## src/hdl/rpc_pkg.sv

```systemverilog
// ----------------------------------------------------------------------------
// rpc_pkg: shared types and constants of the run-length packet compressor
// Command format between the front and back halves, store write and
// bank release groups, and the state encodings.
// ----------------------------------------------------------------------------
package rpc_pkg;

  // Packet count field; the header byte leaves seven bits for it
  localparam int unsigned CNT_W = 7;

  // Command queue depth between front and back
  localparam int unsigned CMDQ_DEPTH = 4;
  localparam int unsigned CMDQ_PTR_W = $clog2(CMDQ_DEPTH);

  // Header flag of a run packet
  localparam logic [7:0] RUN_FLAG = 8'h80;

  // Packet being built
  typedef enum logic [1:0] {
    MODE_UNDECIDED = 2'd0,
    MODE_RUN       = 2'd1,
    MODE_LITERAL   = 2'd2
  } mode_e;

  // Front sequencer
  typedef enum logic {
    FR_ACCEPT = 1'b0,
    FR_END    = 1'b1
  } front_state_e;

  // Back sequencer
  typedef enum logic [2:0] {
    BK_IDLE     = 3'd0,
    BK_RUN_HDR  = 3'd1,
    BK_RUN_BYTE = 3'd2,
    BK_LIT_HDR  = 3'd3,
    BK_LIT_BYTE = 3'd4
  } back_state_e;

  typedef enum logic {
    CMD_RUN = 1'b0,
    CMD_LIT = 1'b1
  } cmd_kind_e;

  // One packet to emit
  typedef struct packed {
    cmd_kind_e        kind;
    logic [CNT_W-1:0] cnt;
    logic [7:0]       data;      // run byte
    logic             bank;      // literal bank
    logic             step_end;  // last packet caused by its input
  } cmd_t;

  // Literal store write request
  typedef struct packed {
    logic             en;
    logic             bank;
    logic [CNT_W-1:0] idx;
    logic [7:0]       data;
  } wr_t;

  // Literal bank drained by the back half
  typedef struct packed {
    logic en;
    logic bank;
  } rel_t;

endpackage

```

## src/hdl/rle_packet_compressor.sv

```systemverilog
// ----------------------------------------------------------------------------
// rle_packet_compressor: run-length byte-stream compressor
// Front half classifies bytes into packets, back half emits packed words.
// ----------------------------------------------------------------------------
// The block takes one raw byte per cycle while not stalled and emits run
// packets (0x80|count, byte) and literal packets (count, bytes), each at most
// MAX_PACKET long, as 64-bit words of up to eight bytes, earliest byte in bits
// 7:0; out_last marks the final word caused by one input byte. A byte with
// in_last set passes through both front states: the held byte is handled in
// FR_ACCEPT and the closing byte in FR_END. The back half emits one compressed
// byte per cycle unless the output stalls. It takes each packet from the queue
// in BK_IDLE, then steps a run packet through BK_RUN_HDR and BK_RUN_BYTE and a
// literal packet through BK_LIT_HDR and BK_LIT_BYTE, once per literal byte.
// Literal bytes live in two banks of MAX_PACKET bytes, so input keeps flowing
// while one literal drains. Input stalls while the front half is in FR_END,
// when the bank it needs is still being read, when a byte with in_last set
// finds either bank still being read, or when the four-entry command queue is
// full. The literal store needs no clearing after reset.
// ----------------------------------------------------------------------------
module rle_packet_compressor #(
  parameter int unsigned MAX_PACKET = 127
) (
  input  logic        clk_i,
  input  logic        rst_ni,
  input  logic        in_valid_i,
  output logic        in_ready_o,
  input  logic [7:0]  in_byte_i,
  input  logic        in_last_i,
  output logic        out_valid_o,
  input  logic        out_ready_i,
  output logic [63:0] out_data_o,
  output logic [3:0]  out_bytes_o,
  output logic        out_last_o
);

  logic          push_valid, push_ready;
  rpc_pkg::cmd_t push_cmd;
  logic          pop_valid, pop_ready;
  rpc_pkg::cmd_t pop_cmd;
  rpc_pkg::wr_t  wr;
  rpc_pkg::rel_t rel;

  // Packet decisions and literal store writes
  rpc_front #(
    .MAX_PACKET(MAX_PACKET)
  ) u_front (
    .clk_i       (clk_i),
    .rst_ni      (rst_ni),
    .in_valid_i  (in_valid_i),
    .in_ready_o  (in_ready_o),
    .in_byte_i   (in_byte_i),
    .in_last_i   (in_last_i),
    .push_valid_o(push_valid),
    .push_ready_i(push_ready),
    .push_cmd_o  (push_cmd),
    .wr_o        (wr),
    .rel_i       (rel)
  );

  // Command queue
  rpc_cmd_fifo u_cmd_fifo (
    .clk_i       (clk_i),
    .rst_ni      (rst_ni),
    .push_valid_i(push_valid),
    .push_ready_o(push_ready),
    .push_cmd_i  (push_cmd),
    .pop_valid_o (pop_valid),
    .pop_ready_i (pop_ready),
    .pop_cmd_o   (pop_cmd)
  );

  // Packet emission and word packing
  rpc_back #(
    .MAX_PACKET(MAX_PACKET)
  ) u_back (
    .clk_i      (clk_i),
    .rst_ni     (rst_ni),
    .pop_valid_i(pop_valid),
    .pop_ready_o(pop_ready),
    .pop_cmd_i  (pop_cmd),
    .wr_i       (wr),
    .rel_o      (rel),
    .out_valid_o(out_valid_o),
    .out_ready_i(out_ready_i),
    .out_data_o (out_data_o),
    .out_bytes_o(out_bytes_o),
    .out_last_o (out_last_o)
  );

endmodule

```

## src/hdl/rpc_front.sv

```systemverilog
// ----------------------------------------------------------------------------
// rpc_front: input side of the run-length packet compressor
// Holds one byte of lookahead, decides run or literal packets, writes
// literal bytes into the store and queues one command per finished packet.
// ----------------------------------------------------------------------------
module rpc_front #(
  parameter int unsigned MAX_PACKET = 127
) (
  input  logic          clk_i,
  input  logic          rst_ni,
  input  logic          in_valid_i,
  output logic          in_ready_o,
  input  logic [7:0]    in_byte_i,
  input  logic          in_last_i,
  output logic          push_valid_o,
  input  logic          push_ready_i,
  output rpc_pkg::cmd_t push_cmd_o,
  output rpc_pkg::wr_t  wr_o,
  input  rpc_pkg::rel_t rel_i
);

  localparam logic [rpc_pkg::CNT_W-1:0] MaxCnt = rpc_pkg::CNT_W'(MAX_PACKET);

  rpc_pkg::front_state_e    state_q, state_d;
  rpc_pkg::mode_e           mode_q, mode_d;
  logic [rpc_pkg::CNT_W-1:0] count_q, count_d;
  logic [7:0]               held_q, held_d;
  logic                     held_valid_q, held_valid_d;
  logic                     bank_q, bank_d;
  logic [1:0]               busy_q, busy_d;

  logic                     act;
  logic                     at_end;
  logic                     step_end;
  logic                     accept;
  logic [rpc_pkg::CNT_W-1:0] cnt1;

  // State registers
  always_ff @(posedge clk_i or negedge rst_ni) begin
    if (!rst_ni) begin
      state_q      <= rpc_pkg::FR_ACCEPT;
      mode_q       <= rpc_pkg::MODE_UNDECIDED;
      count_q      <= '0;
      held_q       <= '0;
      held_valid_q <= 1'b0;
      bank_q       <= 1'b0;
      busy_q       <= '0;
    end else begin
      state_q      <= state_d;
      mode_q       <= mode_d;
      count_q      <= count_d;
      held_q       <= held_d;
      held_valid_q <= held_valid_d;
      bank_q       <= bank_d;
      busy_q       <= busy_d;
    end
  end

  assign cnt1   = count_q + rpc_pkg::CNT_W'(1);
  assign at_end = (state_q == rpc_pkg::FR_END);

  // Sequencing, packet decisions and command generation
  always_comb begin
    state_d      = state_q;
    mode_d       = mode_q;
    count_d      = count_q;
    held_d       = held_q;
    held_valid_d = held_valid_q;
    bank_d       = bank_q;
    busy_d       = busy_q;
    in_ready_o   = 1'b0;
    accept       = 1'b0;
    act          = 1'b0;
    step_end     = 1'b1;
    push_valid_o = 1'b0;
    push_cmd_o   = '0;
    wr_o         = '0;

    if (rel_i.en) begin
      busy_d[rel_i.bank] = 1'b0;
    end

    unique case (state_q)
      rpc_pkg::FR_ACCEPT: begin
        // an end mark needs both literal banks free for the closing packet
        in_ready_o = push_ready_i && !busy_q[bank_q] &&
                     (!in_last_i || !busy_q[~bank_q]);
        accept     = in_valid_i && in_ready_o;
        act        = accept && held_valid_q;
        step_end   = !in_last_i;
      end
      rpc_pkg::FR_END: begin
        act      = push_ready_i;
        step_end = 1'b1;
      end
      default: ;
    endcase

    // Handle the held byte against its lookahead (or the end mark)
    if (act) begin
      push_cmd_o.data     = held_q;
      push_cmd_o.bank     = bank_q;
      push_cmd_o.step_end = step_end;
      wr_o.bank           = bank_q;
      wr_o.data           = held_q;
      unique case (mode_q)
        rpc_pkg::MODE_RUN: begin
          count_d = cnt1;
          if (at_end || held_q != in_byte_i || cnt1 >= MaxCnt) begin
            push_valid_o    = 1'b1;
            push_cmd_o.kind = rpc_pkg::CMD_RUN;
            push_cmd_o.cnt  = cnt1;
            mode_d          = rpc_pkg::MODE_UNDECIDED;
          end
        end
        rpc_pkg::MODE_LITERAL: begin
          if (at_end || held_q != in_byte_i) begin
            wr_o.en  = 1'b1;
            wr_o.idx = count_q;
            count_d  = cnt1;
            if (cnt1 >= MaxCnt || at_end) begin
              push_valid_o    = 1'b1;
              push_cmd_o.kind = rpc_pkg::CMD_LIT;
              push_cmd_o.cnt  = cnt1;
              busy_d[bank_q]  = 1'b1;
              bank_d          = ~bank_q;
              mode_d          = rpc_pkg::MODE_UNDECIDED;
            end
          end else begin
            // literal closes, a run starts with this byte
            push_valid_o    = 1'b1;
            push_cmd_o.kind = rpc_pkg::CMD_LIT;
            push_cmd_o.cnt  = count_q;
            busy_d[bank_q]  = 1'b1;
            bank_d          = ~bank_q;
            mode_d          = rpc_pkg::MODE_RUN;
            count_d         = rpc_pkg::CNT_W'(1);
          end
        end
        default: begin
          count_d = rpc_pkg::CNT_W'(1);
          if (!at_end && held_q == in_byte_i) begin
            mode_d = rpc_pkg::MODE_RUN;
          end else begin
            wr_o.en  = 1'b1;
            wr_o.idx = '0;
            if (at_end) begin
              // lone byte at end of data: one-byte literal packet
              push_valid_o    = 1'b1;
              push_cmd_o.kind = rpc_pkg::CMD_LIT;
              push_cmd_o.cnt  = rpc_pkg::CNT_W'(1);
              busy_d[bank_q]  = 1'b1;
              bank_d          = ~bank_q;
              mode_d          = rpc_pkg::MODE_UNDECIDED;
            end else begin
              mode_d = rpc_pkg::MODE_LITERAL;
            end
          end
        end
      endcase
    end

    // Lookahead register and end-of-stream cleanup
    if (accept) begin
      held_d       = in_byte_i;
      held_valid_d = 1'b1;
      if (in_last_i) begin
        state_d = rpc_pkg::FR_END;
      end
    end else if (at_end && act) begin
      held_d       = '0;
      held_valid_d = 1'b0;
      mode_d       = rpc_pkg::MODE_UNDECIDED;
      count_d      = '0;
      state_d      = rpc_pkg::FR_ACCEPT;
    end
  end

endmodule

```

## src/hdl/rpc_cmd_fifo.sv

```systemverilog
// ----------------------------------------------------------------------------
// rpc_cmd_fifo: packet command queue
// Small circular buffer that lets the front and back halves stall apart.
// ----------------------------------------------------------------------------
module rpc_cmd_fifo (
  input  logic          clk_i,
  input  logic          rst_ni,
  input  logic          push_valid_i,
  output logic          push_ready_o,
  input  rpc_pkg::cmd_t push_cmd_i,
  output logic          pop_valid_o,
  input  logic          pop_ready_i,
  output rpc_pkg::cmd_t pop_cmd_o
);

  localparam int unsigned PtrW = rpc_pkg::CMDQ_PTR_W;
  localparam int unsigned CntW = PtrW + 1;
  localparam logic [CntW-1:0] Depth = CntW'(rpc_pkg::CMDQ_DEPTH);

  rpc_pkg::cmd_t        entry_q [rpc_pkg::CMDQ_DEPTH];
  logic [PtrW-1:0]      wptr_q, wptr_d;
  logic [PtrW-1:0]      rptr_q, rptr_d;
  logic [CntW-1:0]      fill_q, fill_d;
  logic                 do_push, do_pop;

  assign push_ready_o = (fill_q != Depth);
  assign pop_valid_o  = (fill_q != '0);
  assign pop_cmd_o    = entry_q[rptr_q];
  assign do_push      = push_valid_i && push_ready_o;
  assign do_pop       = pop_valid_o && pop_ready_i;

  // Pointer and fill updates
  always_comb begin
    wptr_d = wptr_q;
    rptr_d = rptr_q;
    fill_d = fill_q;
    if (do_push) begin
      wptr_d = (wptr_q == PtrW'(rpc_pkg::CMDQ_DEPTH - 1)) ? '0 : wptr_q + PtrW'(1);
    end
    if (do_pop) begin
      rptr_d = (rptr_q == PtrW'(rpc_pkg::CMDQ_DEPTH - 1)) ? '0 : rptr_q + PtrW'(1);
    end
    if (do_push && !do_pop) begin
      fill_d = fill_q + CntW'(1);
    end else if (!do_push && do_pop) begin
      fill_d = fill_q - CntW'(1);
    end
  end

  always_ff @(posedge clk_i or negedge rst_ni) begin
    if (!rst_ni) begin
      wptr_q <= '0;
      rptr_q <= '0;
      fill_q <= '0;
    end else begin
      wptr_q <= wptr_d;
      rptr_q <= rptr_d;
      fill_q <= fill_d;
    end
  end

  // Entry storage, no reset needed
  always_ff @(posedge clk_i) begin
    if (do_push) begin
      entry_q[wptr_q] <= push_cmd_i;
    end
  end

endmodule

```

## src/hdl/rpc_back.sv

```systemverilog
// ----------------------------------------------------------------------------
// rpc_back: output side of the run-length packet compressor
// Executes packet commands one byte per cycle unless stalled, reads literal
// bytes from the two-bank store and packs each input's bytes in 64-bit words.
// ----------------------------------------------------------------------------
module rpc_back #(
  parameter int unsigned MAX_PACKET = 127
) (
  input  logic          clk_i,
  input  logic          rst_ni,
  input  logic          pop_valid_i,
  output logic          pop_ready_o,
  input  rpc_pkg::cmd_t pop_cmd_i,
  input  rpc_pkg::wr_t  wr_i,
  output rpc_pkg::rel_t rel_o,
  output logic          out_valid_o,
  input  logic          out_ready_i,
  output logic [63:0]   out_data_o,
  output logic [3:0]    out_bytes_o,
  output logic          out_last_o
);

  localparam int unsigned IdxW = $clog2(MAX_PACKET);

  rpc_pkg::back_state_e      state_q, state_d;
  rpc_pkg::cmd_t             cmd_q, cmd_d;
  logic [rpc_pkg::CNT_W-1:0] idx_q, idx_d;
  logic [7:0][7:0]           acc_q, acc_d;
  logic [2:0]                acc_n_q, acc_n_d;
  logic                      out_valid_q, out_valid_d;
  logic [63:0]               out_data_q;
  logic [3:0]                out_bytes_q;
  logic                      out_last_q;

  // Literal store: two banks, one write and one registered read per cycle
  logic [7:0]                mem [2][MAX_PACKET];
  logic [7:0]                rd_data_q;
  logic                      rd_en;
  logic                      rd_bank;
  logic [rpc_pkg::CNT_W-1:0] rd_idx;

  logic                      append;
  logic [7:0]                abyte;
  logic                      fin;
  logic                      will_flush;
  logic                      can_step;
  logic [7:0][7:0]           acc_ins;
  logic                      lit_done;

  always_ff @(posedge clk_i) begin
    if (wr_i.en) begin
      mem[wr_i.bank][wr_i.idx[IdxW-1:0]] <= wr_i.data;
    end
    if (rd_en) begin
      rd_data_q <= mem[rd_bank][rd_idx[IdxW-1:0]];
    end
  end

  // Control registers
  always_ff @(posedge clk_i or negedge rst_ni) begin
    if (!rst_ni) begin
      state_q     <= rpc_pkg::BK_IDLE;
      acc_n_q     <= '0;
      acc_q       <= '0;
      out_valid_q <= 1'b0;
    end else begin
      state_q     <= state_d;
      acc_n_q     <= acc_n_d;
      acc_q       <= acc_d;
      out_valid_q <= out_valid_d;
    end
  end

  // Payload registers
  always_ff @(posedge clk_i) begin
    cmd_q <= cmd_d;
    idx_q <= idx_d;
    if (append && will_flush) begin
      out_data_q  <= acc_ins;
      out_bytes_q <= {1'b0, acc_n_q} + 4'd1;
      out_last_q  <= fin;
    end
  end

  assign lit_done = (idx_q + rpc_pkg::CNT_W'(1) == cmd_q.cnt);

  // Byte selection for the current step
  always_comb begin
    abyte = '0;
    fin   = 1'b0;
    unique case (state_q)
      rpc_pkg::BK_RUN_HDR:  abyte = rpc_pkg::RUN_FLAG | {1'b0, cmd_q.cnt};
      rpc_pkg::BK_RUN_BYTE: begin
        abyte = cmd_q.data;
        fin   = cmd_q.step_end;
      end
      rpc_pkg::BK_LIT_HDR:  abyte = {1'b0, cmd_q.cnt};
      rpc_pkg::BK_LIT_BYTE: begin
        abyte = rd_data_q;
        fin   = cmd_q.step_end && lit_done;
      end
      default: ;
    endcase
    will_flush = (acc_n_q == 3'd7) || fin;
    can_step   = !will_flush || !out_valid_q || out_ready_i;
    acc_ins    = acc_q;
    acc_ins[acc_n_q] = abyte;
  end

  // Sequencer
  always_comb begin
    state_d     = state_q;
    cmd_d       = cmd_q;
    idx_d       = idx_q;
    pop_ready_o = 1'b0;
    append      = 1'b0;
    rd_en       = 1'b0;
    rd_bank     = cmd_q.bank;
    rd_idx      = '0;
    rel_o       = '0;

    unique case (state_q)
      rpc_pkg::BK_IDLE: begin
        pop_ready_o = 1'b1;
        if (pop_valid_i) begin
          cmd_d   = pop_cmd_i;
          state_d = (pop_cmd_i.kind == rpc_pkg::CMD_RUN) ? rpc_pkg::BK_RUN_HDR
                                                         : rpc_pkg::BK_LIT_HDR;
        end
      end
      rpc_pkg::BK_RUN_HDR: begin
        if (can_step) begin
          append  = 1'b1;
          state_d = rpc_pkg::BK_RUN_BYTE;
        end
      end
      rpc_pkg::BK_RUN_BYTE: begin
        if (can_step) begin
          append  = 1'b1;
          state_d = rpc_pkg::BK_IDLE;
        end
      end
      rpc_pkg::BK_LIT_HDR: begin
        if (can_step) begin
          append  = 1'b1;
          rd_en   = 1'b1;
          idx_d   = '0;
          state_d = rpc_pkg::BK_LIT_BYTE;
        end
      end
      rpc_pkg::BK_LIT_BYTE: begin
        if (can_step) begin
          append = 1'b1;
          if (lit_done) begin
            rel_o.en   = 1'b1;
            rel_o.bank = cmd_q.bank;
            state_d    = rpc_pkg::BK_IDLE;
          end else begin
            rd_en  = 1'b1;
            rd_idx = idx_q + rpc_pkg::CNT_W'(1);
            idx_d  = idx_q + rpc_pkg::CNT_W'(1);
          end
        end
      end
      default: state_d = rpc_pkg::BK_IDLE;
    endcase
  end

  // Word packing and output register
  always_comb begin
    acc_d       = acc_q;
    acc_n_d     = acc_n_q;
    out_valid_d = out_valid_q && !out_ready_i;
    if (append) begin
      if (will_flush) begin
        acc_d       = '0;
        acc_n_d     = '0;
        out_valid_d = 1'b1;
      end else begin
        acc_d   = acc_ins;
        acc_n_d = acc_n_q + 3'd1;
      end
    end
  end

  assign out_valid_o = out_valid_q;
  assign out_data_o  = out_data_q;
  assign out_bytes_o = out_bytes_q;
  assign out_last_o  = out_last_q;

endmodule

```

## config.mk

```make
export PLATFORM = sky130hd
export DESIGN_NAME = rle_packet_compressor
export DESIGN_NICKNAME = d
export VERILOG_FILES = /design/src/hdl/rpc_pkg.sv /design/src/hdl/rle_packet_compressor.sv /design/src/hdl/rpc_front.sv /design/src/hdl/rpc_cmd_fifo.sv /design/src/hdl/rpc_back.sv
export SDC_FILE = /design/constraint.sdc
export NUM_CORES = 2
export LEC_CHECK = 0
export ABC_AREA = 1
export BUFFER_PORTS_ARGS = -buffer_cell sky130_fd_sc_hd__clkbuf_2
export CORE_UTILIZATION = 45
export CTS_CLUSTER_SIZE = 14
export DETAILED_ROUTE_END_ITERATION = 6
export SETUP_SLACK_MARGIN = 0.3
export SLEW_MARGIN = 10
export SYNTH_ARGS = -nofsm -noshare
export SYNTH_HDL_FRONTEND = slang
export SYNTH_SLANG_ARGS = --single-unit
```

## constraint.sdc

```tcl
create_clock -name clk_i -period 23.5 [get_ports clk_i]
set_input_delay 2.35 -clock clk_i [delete_from_list [all_inputs] [get_ports clk_i]]
set_output_delay 2.35 -clock clk_i [all_outputs]
set_load 0.01 [all_outputs]
```

; ---- After elaboration in Yosys (flattened, before gate mapping)
; Memory sizes are Yosys's and may differ from the RTL's. A register that Yosys moved wholly into a read port is not among the register bits.
; Cells that the tools add are included.
[word_totals]
register_bits = 201
ram_bits = 2104
inputBits = 13
memories = 2
[mem_list]
columns = name, depth, word_bits, rd, rd_clocked_by_memory_dff, write_ports, line_no
row1 = u_back.mem, 2, 1016, 1, 1, 1, rpc_back.sv:36  ; logic [7:0] mem [2][MAX_PACKET];
row2 = u_cmd_fifo.entry_q, 4, 18, 1, 0, 1, rpc_cmd_fifo.sv:20  ; rpc_pkg::cmd_t entry_q [rpc_pkg::CMDQ_DEPTH];
[op_classes]
n_addsub = 8
magnitude_cmp = 11
eq_ne = 23
muxes = 111
bitwise_logic = 8
reduce_logical = 45
[ops]
columns = operator, count
row1 = $mux W1016, 1
row2 = $mux W7, 13
row3 = $mux W8, 10
row4 = $bwmux W64, 1
row5 = $mux W64, 1
row6 = $bmux W8 S7, 1
row7 = $demux W8 S7, 1
row8 = $mux W2, 20
row9 = $mux W1, 35
row10 = $pmux W8 S4, 1
row11 = $pmux W7 S2, 2
row12 = $mux W3, 9
row13 = $demux W8 S3, 1
row14 = $mux W18, 1
row15 = $logic_and A1 B1 Y1, 17
row16 = $mux W17, 1
row17 = $ge A8 B8 Y1 const B, 2
row18 = $not A7 Y8, 2
row19 = $pmux W8 S2, 1
row20 = $pmux W3 S5, 1
row21 = $add A7 B1 Y7 const B, 2
row22 = $pmux W1 S2, 7
row23 = $ne A2 B1 Y1 const B, 5
row24 = $logic_not A1 Y1, 9
row25 = 35 further kinds, 62

; ---- Logic depth before layout (Yosys ltp)
[logic_depth]
ltp_word = 22
ltp_mapped = 25

; ---- Modules after synthesis
; A second synthesis with hierarchy kept.
[unflattened]
cells_unflattened = 7172
area_unflattened_um2 = 97317.1
[modules_own_cells]
columns = module, n_inst, cells_per_inst, area_per_inst_um2, seq_area_each_um2
row1 = rpc_back, 1, 6623, 92134.6, 65848.2
row2 = rpc_cmd_fifo, 1, 268, 3350.7, 2337.2
row3 = rpc_front, 1, 281, 1831.8, 550.5

; ---- Least setup slack after synthesis
; Ideal clock, no wire load.
[synth_path]
kind = in2reg
start = in in_last_i
end = mem u_back.mem[0][0] (netlist bit), data pin
setup_ns = 1.402
arrival_time_ns = 9.888
t_required_ns = 22.098
setup_slack_ns = 12.209
path_stages = 10
cell_sequence = clkinv_1 -> nand2_1 -> a2111oi_4 -> nand2_2 -> o21ai_2 -> inv_2 -> buf_6 -> clkbuf_1 -> buf_1 -> nor2_1
[synth_between]
elab_chain_cells = 7
[synth_rtl]
columns = element, line_no
row1 = from (decl), rle_packet_compressor.sv:28  ; input logic in_last_i,
row2 = $logic_not A1 Y1, rpc_front.sv:87  ; (!in_last_i || !busy_q[~bank_q]);
row3 = $logic_or A1 B1 Y1, rpc_front.sv:87
row4 = $logic_and A1 B1 Y1, rpc_front.sv:86  ; in_ready_o = push_ready_i && !busy_q[bank_q] &&
row5 = $logic_and A1 B1 Y1, rpc_front.sv:88  ; accept = in_valid_i && in_ready_o;
row6 = $logic_and A1 B1 Y1, rpc_front.sv:89  ; act = accept && held_valid_q;
row7 = $pmux W1 S2, rpc_front.sv:83  ; unique case (state_q)
row8 = $mux W17, rpc_front.sv:100  ; if (act) begin
row9 = to (decl), rpc_back.sv:36
; Every way passes these cells.

; ---- Final worst setup path
[layout_path]
start = in out_ready_i
end = reg u_back.rd_data_q[1], data pin
[layout_between]
elab_chain_cells = 7
[layout_rtl]
columns = element, line_no
row1 = from (decl), rle_packet_compressor.sv:30  ; input logic out_ready_i,
row2 = $logic_or A1 B1 Y1, rpc_back.sv:105  ; can_step = !will_flush || !out_valid_q || out_ready_i;
row3 = $mux W7, rpc_back.sv:152  ; if (can_step) begin
row4 = $mux W7, rpc_back.sv:122  ; unique case (state_q)
row5 = $not A7 Y8 (not written as such), rpc_back.sv:55  ; rd_data_q <= mem[rd_bank][rd_idx[IdxW-1:0]];
row6 = $bmux W8 S7, rpc_back.sv:55
row7 = $mux W8 (not written as such) (2 in series), rpc_back.sv:55
row8 = to (signal assigned), rpc_back.sv:55
row9 = to (decl), rpc_back.sv:37  ; logic [7:0] rd_data_q;
; Every way passes these cells. The select of a mux whose other input is x is not followed.
; A chain may end at the register's enable or synchronous reset.

==> results_dict.tcl <==
set metrics [dict create \
    outcome "complete, no violations" \
    chipHeight_um 467 \
    fillers 18129 \
    crit_start "out_ready_i" \
    synth_nets 7319 \
    setup_viol 0 \
    synth_cell_type_count 49 \
    hold_class "flip-flop to flip-flop" \
    cts.clk_slew.worst_paths_ns 0.06 \
    synth_top_area_share_pct 68.1 \
    cts_root_buffer "clkbuf_16" \
    cts_hold_buffers 0 \
    synth_edf_count 2205 \
    cts_tree "built" \
    antenna_found_initial 4 \
    drt_iter0_markers 7112 \
    core_area_sq_um 215000 \
    r2r-end "u_back.rd_data_q[1]" \
    worstPathRequired_ns 24.11 \
    hpwl_um 146000 \
    die_w_um 467 \
    ios 84 \
    synth-seq-area-share_pct 70.7 \
    drtPass1Iterations 6 \
    overflow 0 \
    grt_pass1_wl_um 393000 \
    grt_pass1_vias 58984 \
    power_density_nw_per_um2 110 \
    r2r_start "u_back.idx_q[0]" \
    dieArea_sq_um 218000 \
    slew_headroom_pct 12.9 \
    routed_wl_um 265000 \
    gp_congestion 0.843 \
    cap_viol_max_count 0 \
    arrival_ns 7.95 \
    synth-main-ff-cell "edfxtp_1" \
    fin_crit_ns 7.34 \
    worstSetupStartpointType "primary input" \
    antennaDiodeCount 0 \
    drive_above_1_share_pct 9.17 \
    synthArstFlopShare_pct 4.34 \
    ant_nets 0 \
    start_util_pct 45.3 \
    htree_levels 4 \
    synthTopCellsByArea "edfxtp_1 68%, mux2i_1 8.7%, nand3_1 5.8%" \
    clock_sinks 2306 \
    hold_viol_final 0 \
    rrSetupSlack_ns 16.38 \
    drv_slew 0 \
    clkLatencyLatePin_ns 0.87 \
    area_growth_pct 10.4 \
    pre_cts_slack_ns 15.51 \
    path_class "primary input to flip-flop" \
    rsz0062_at_grt "no" \
    synth_top_cell_by_area "edfxtp_1" \
    ys_ff_latch 2306 \
    ys_warn_count 0 \
    row_count 170 \
    finClkSkew_ns 0.0374 \
    io_buffers 83 \
    wire_per_inst_um 25.9 \
    cellLeakagePower_nw 37.7 \
    ir_worst_vdd_uv 91.9 \
    viasPerCell 5.94 \
    hold-worst-slack_ns 0.505 \
    reg2reg_depth 25 \
    layout_setup_ws_ns 16.16 \
    timing.fmax_mhz 136 \
    clk_path_buf_depth 3 \
    numCtsBuffers 230 \
    fin_util_pct 50.0 \
    via_count 60730 \
    final_nets 7220 \
    worst_slew_pin_slew_ns 1.31 \
    crit_path_end_kind "flip-flop" \
    worst-path-max-fanout 205 \
    crit_path_end "u_back.rd_data_q[1]" \
    syn_inst 7292 \
    synth_area_per_cell_sq_um 13.3 \
    grt.total_usage_pct 24.0 \
    grt_max_degree 206 \
    tns_ns 0 \
    post_cts_resized 0 \
    finalCritPeriodShare_pct 31.2 \
    netlist_area_sq_um 97200 \
    post-cts-setup-buffers 0 \
    route.detailed.drc 0 \
]
-- cells in the final DEF (no fill, tap or decap), types with 100 or more instances in the layout --
master,count
nand2_1,703
nand4_1,376
dfrtp_1,100
buf_4,112
o21ai_0,247
inv_1,176
nand3_1,1131
o21ai_1,106
nor3_1,120
mux2i_1,841
nor2_1,439
edfxtp_1,2205
clkbuf_16,232
-- metal layers --
metal | up-vias | wire (um) | GRT usage [%]
li1 | 27060 | - | -
met1 | 30658 | 113000 | 33.9
met2 | 2600 | 124000 | 37.7
met3 | 410 | 20300 | 4.06
met4 | 2 | 7720 | 7.71
met5 | - | 18 | 0
-- synth_stat cells, types with 27 or more instances --
| cell type | n |
|---|---|
| inv_1 | 181 |
| o21ai_1 | 106 |
| nand3_1 | 1131 |
| clkbuf_1 | 265 |
| nand4_1 | 376 |
| o22ai_1 | 37 |
| mux2i_1 | 841 |
| nor2_1 | 449 |
| nand2_1 | 705 |
| buf_2 | 190 |
| o21ai_0 | 247 |
| edfxtp_1 | 2205 |
| buf_6 | 30 |
| a21oi_1 | 27 |
| dfrtp_1 | 100 |
| nor3_1 | 180 |
-- sequential cells by signal, indices dropped and copies added, names as in the netlist, 2 cells and up, named ones only --
name	flops
u_back.acc_n_q	3
u_back.acc_q	64
u_back.cmd_q	16
u_back.idx_q	7
u_back.mem	2032
u_back.out_bytes_o	4
u_back.out_data_o	64
u_back.rd_data_q	8
u_back.state_q	3
u_cmd_fifo.entry_q	72
u_cmd_fifo.fill_q	3
u_cmd_fifo.rptr_q	2
u_cmd_fifo.wptr_q	2
u_front.busy_q	2
u_front.count_q	7
u_front.held_q	8
u_front.mode_q	2
-- stage by stage --
stage          cell area (sq um)  power, mW  cells
6_report                  107000       11.8  10224
5_1_grt                   107000       12.3  10224
4_1_cts                   107000       11.9  10224
3_5_place_dp               99900       8.34   9799
3_3_place_gp               99800       8.30   9799
2_1_floorplan              97200       7.28   7292
-- worst min path at each step --
stage	start	end	slack [ns]	depth (start not counted)
final	u_back.acc_q[62]	u_back.acc_q[62]	0.51	2
after global placement	u_back.acc_q[58]	u_back.acc_q[58]	0.49	2
after detailed placement	u_back.acc_q[49]	u_back.acc_q[49]	0.50	2
after global routing	u_back.acc_q[10]	u_back.acc_q[10]	0.54	2
after CTS	u_back.acc_q[54]	u_back.acc_q[54]	0.51	2
after floorplan	u_back.acc_q[23]	u_back.acc_q[23]	0.47	2
-- final cells by class --
type | count | area [sq um] | area share [%]
multi-input combinational | 4238 | 25500 | 23.8
tap | 2838 | 3550 | 3.31
clock inverter | 125 | 1060 | 0.985
sequential | 2306 | 68700 | 64.0
inverter | 209 | 810 | 0.754
timing repair buffer | 208 | 1530 | 1.43
clock buffer | 300 | 6150 | 5.73
-- logic make-up after synthesis --
group | Yosys count | synth area share [%]
AO/OA/AOI/OAI | 465 | 2.60
XOR/XNOR | 13 | 0.117
adder cells (fa/ha/maj) | 14 | 0.188
buffers and inverters | 748 | 3.50
flip-flops | 2306 | 70.7
multiplexers | 842 | 8.67
AND/OR/NAND/NOR | 2904 | 14.2
-- worst max-delay path, cell delays in order --
cell and delay, ns:
clkbuf_2 0.09, nor2_1 0.44, nand2_8 0.35, nand3_4 0.62, buf_4 0.87, buf_4 0.91
buf_12 0.67, o21ai_1 0.20, nand3_1 0.15, nand3_1 0.09, nand3_1 0.11, nand3_1 0.24
nand3_1 0.22, nand2_1 0.07, nand2_1 0.06, nand2_1 0.06
-- power by group --
group          switching [mW]  internal (mW)  total [mW]
Sequential              0.115           4.88        5.00
Combinational            2.31          0.976        3.28
Clock                    1.55           1.99        3.54
Total                    3.97           7.85        11.8
Note: power is estimated with default switching activity, not from simulation.
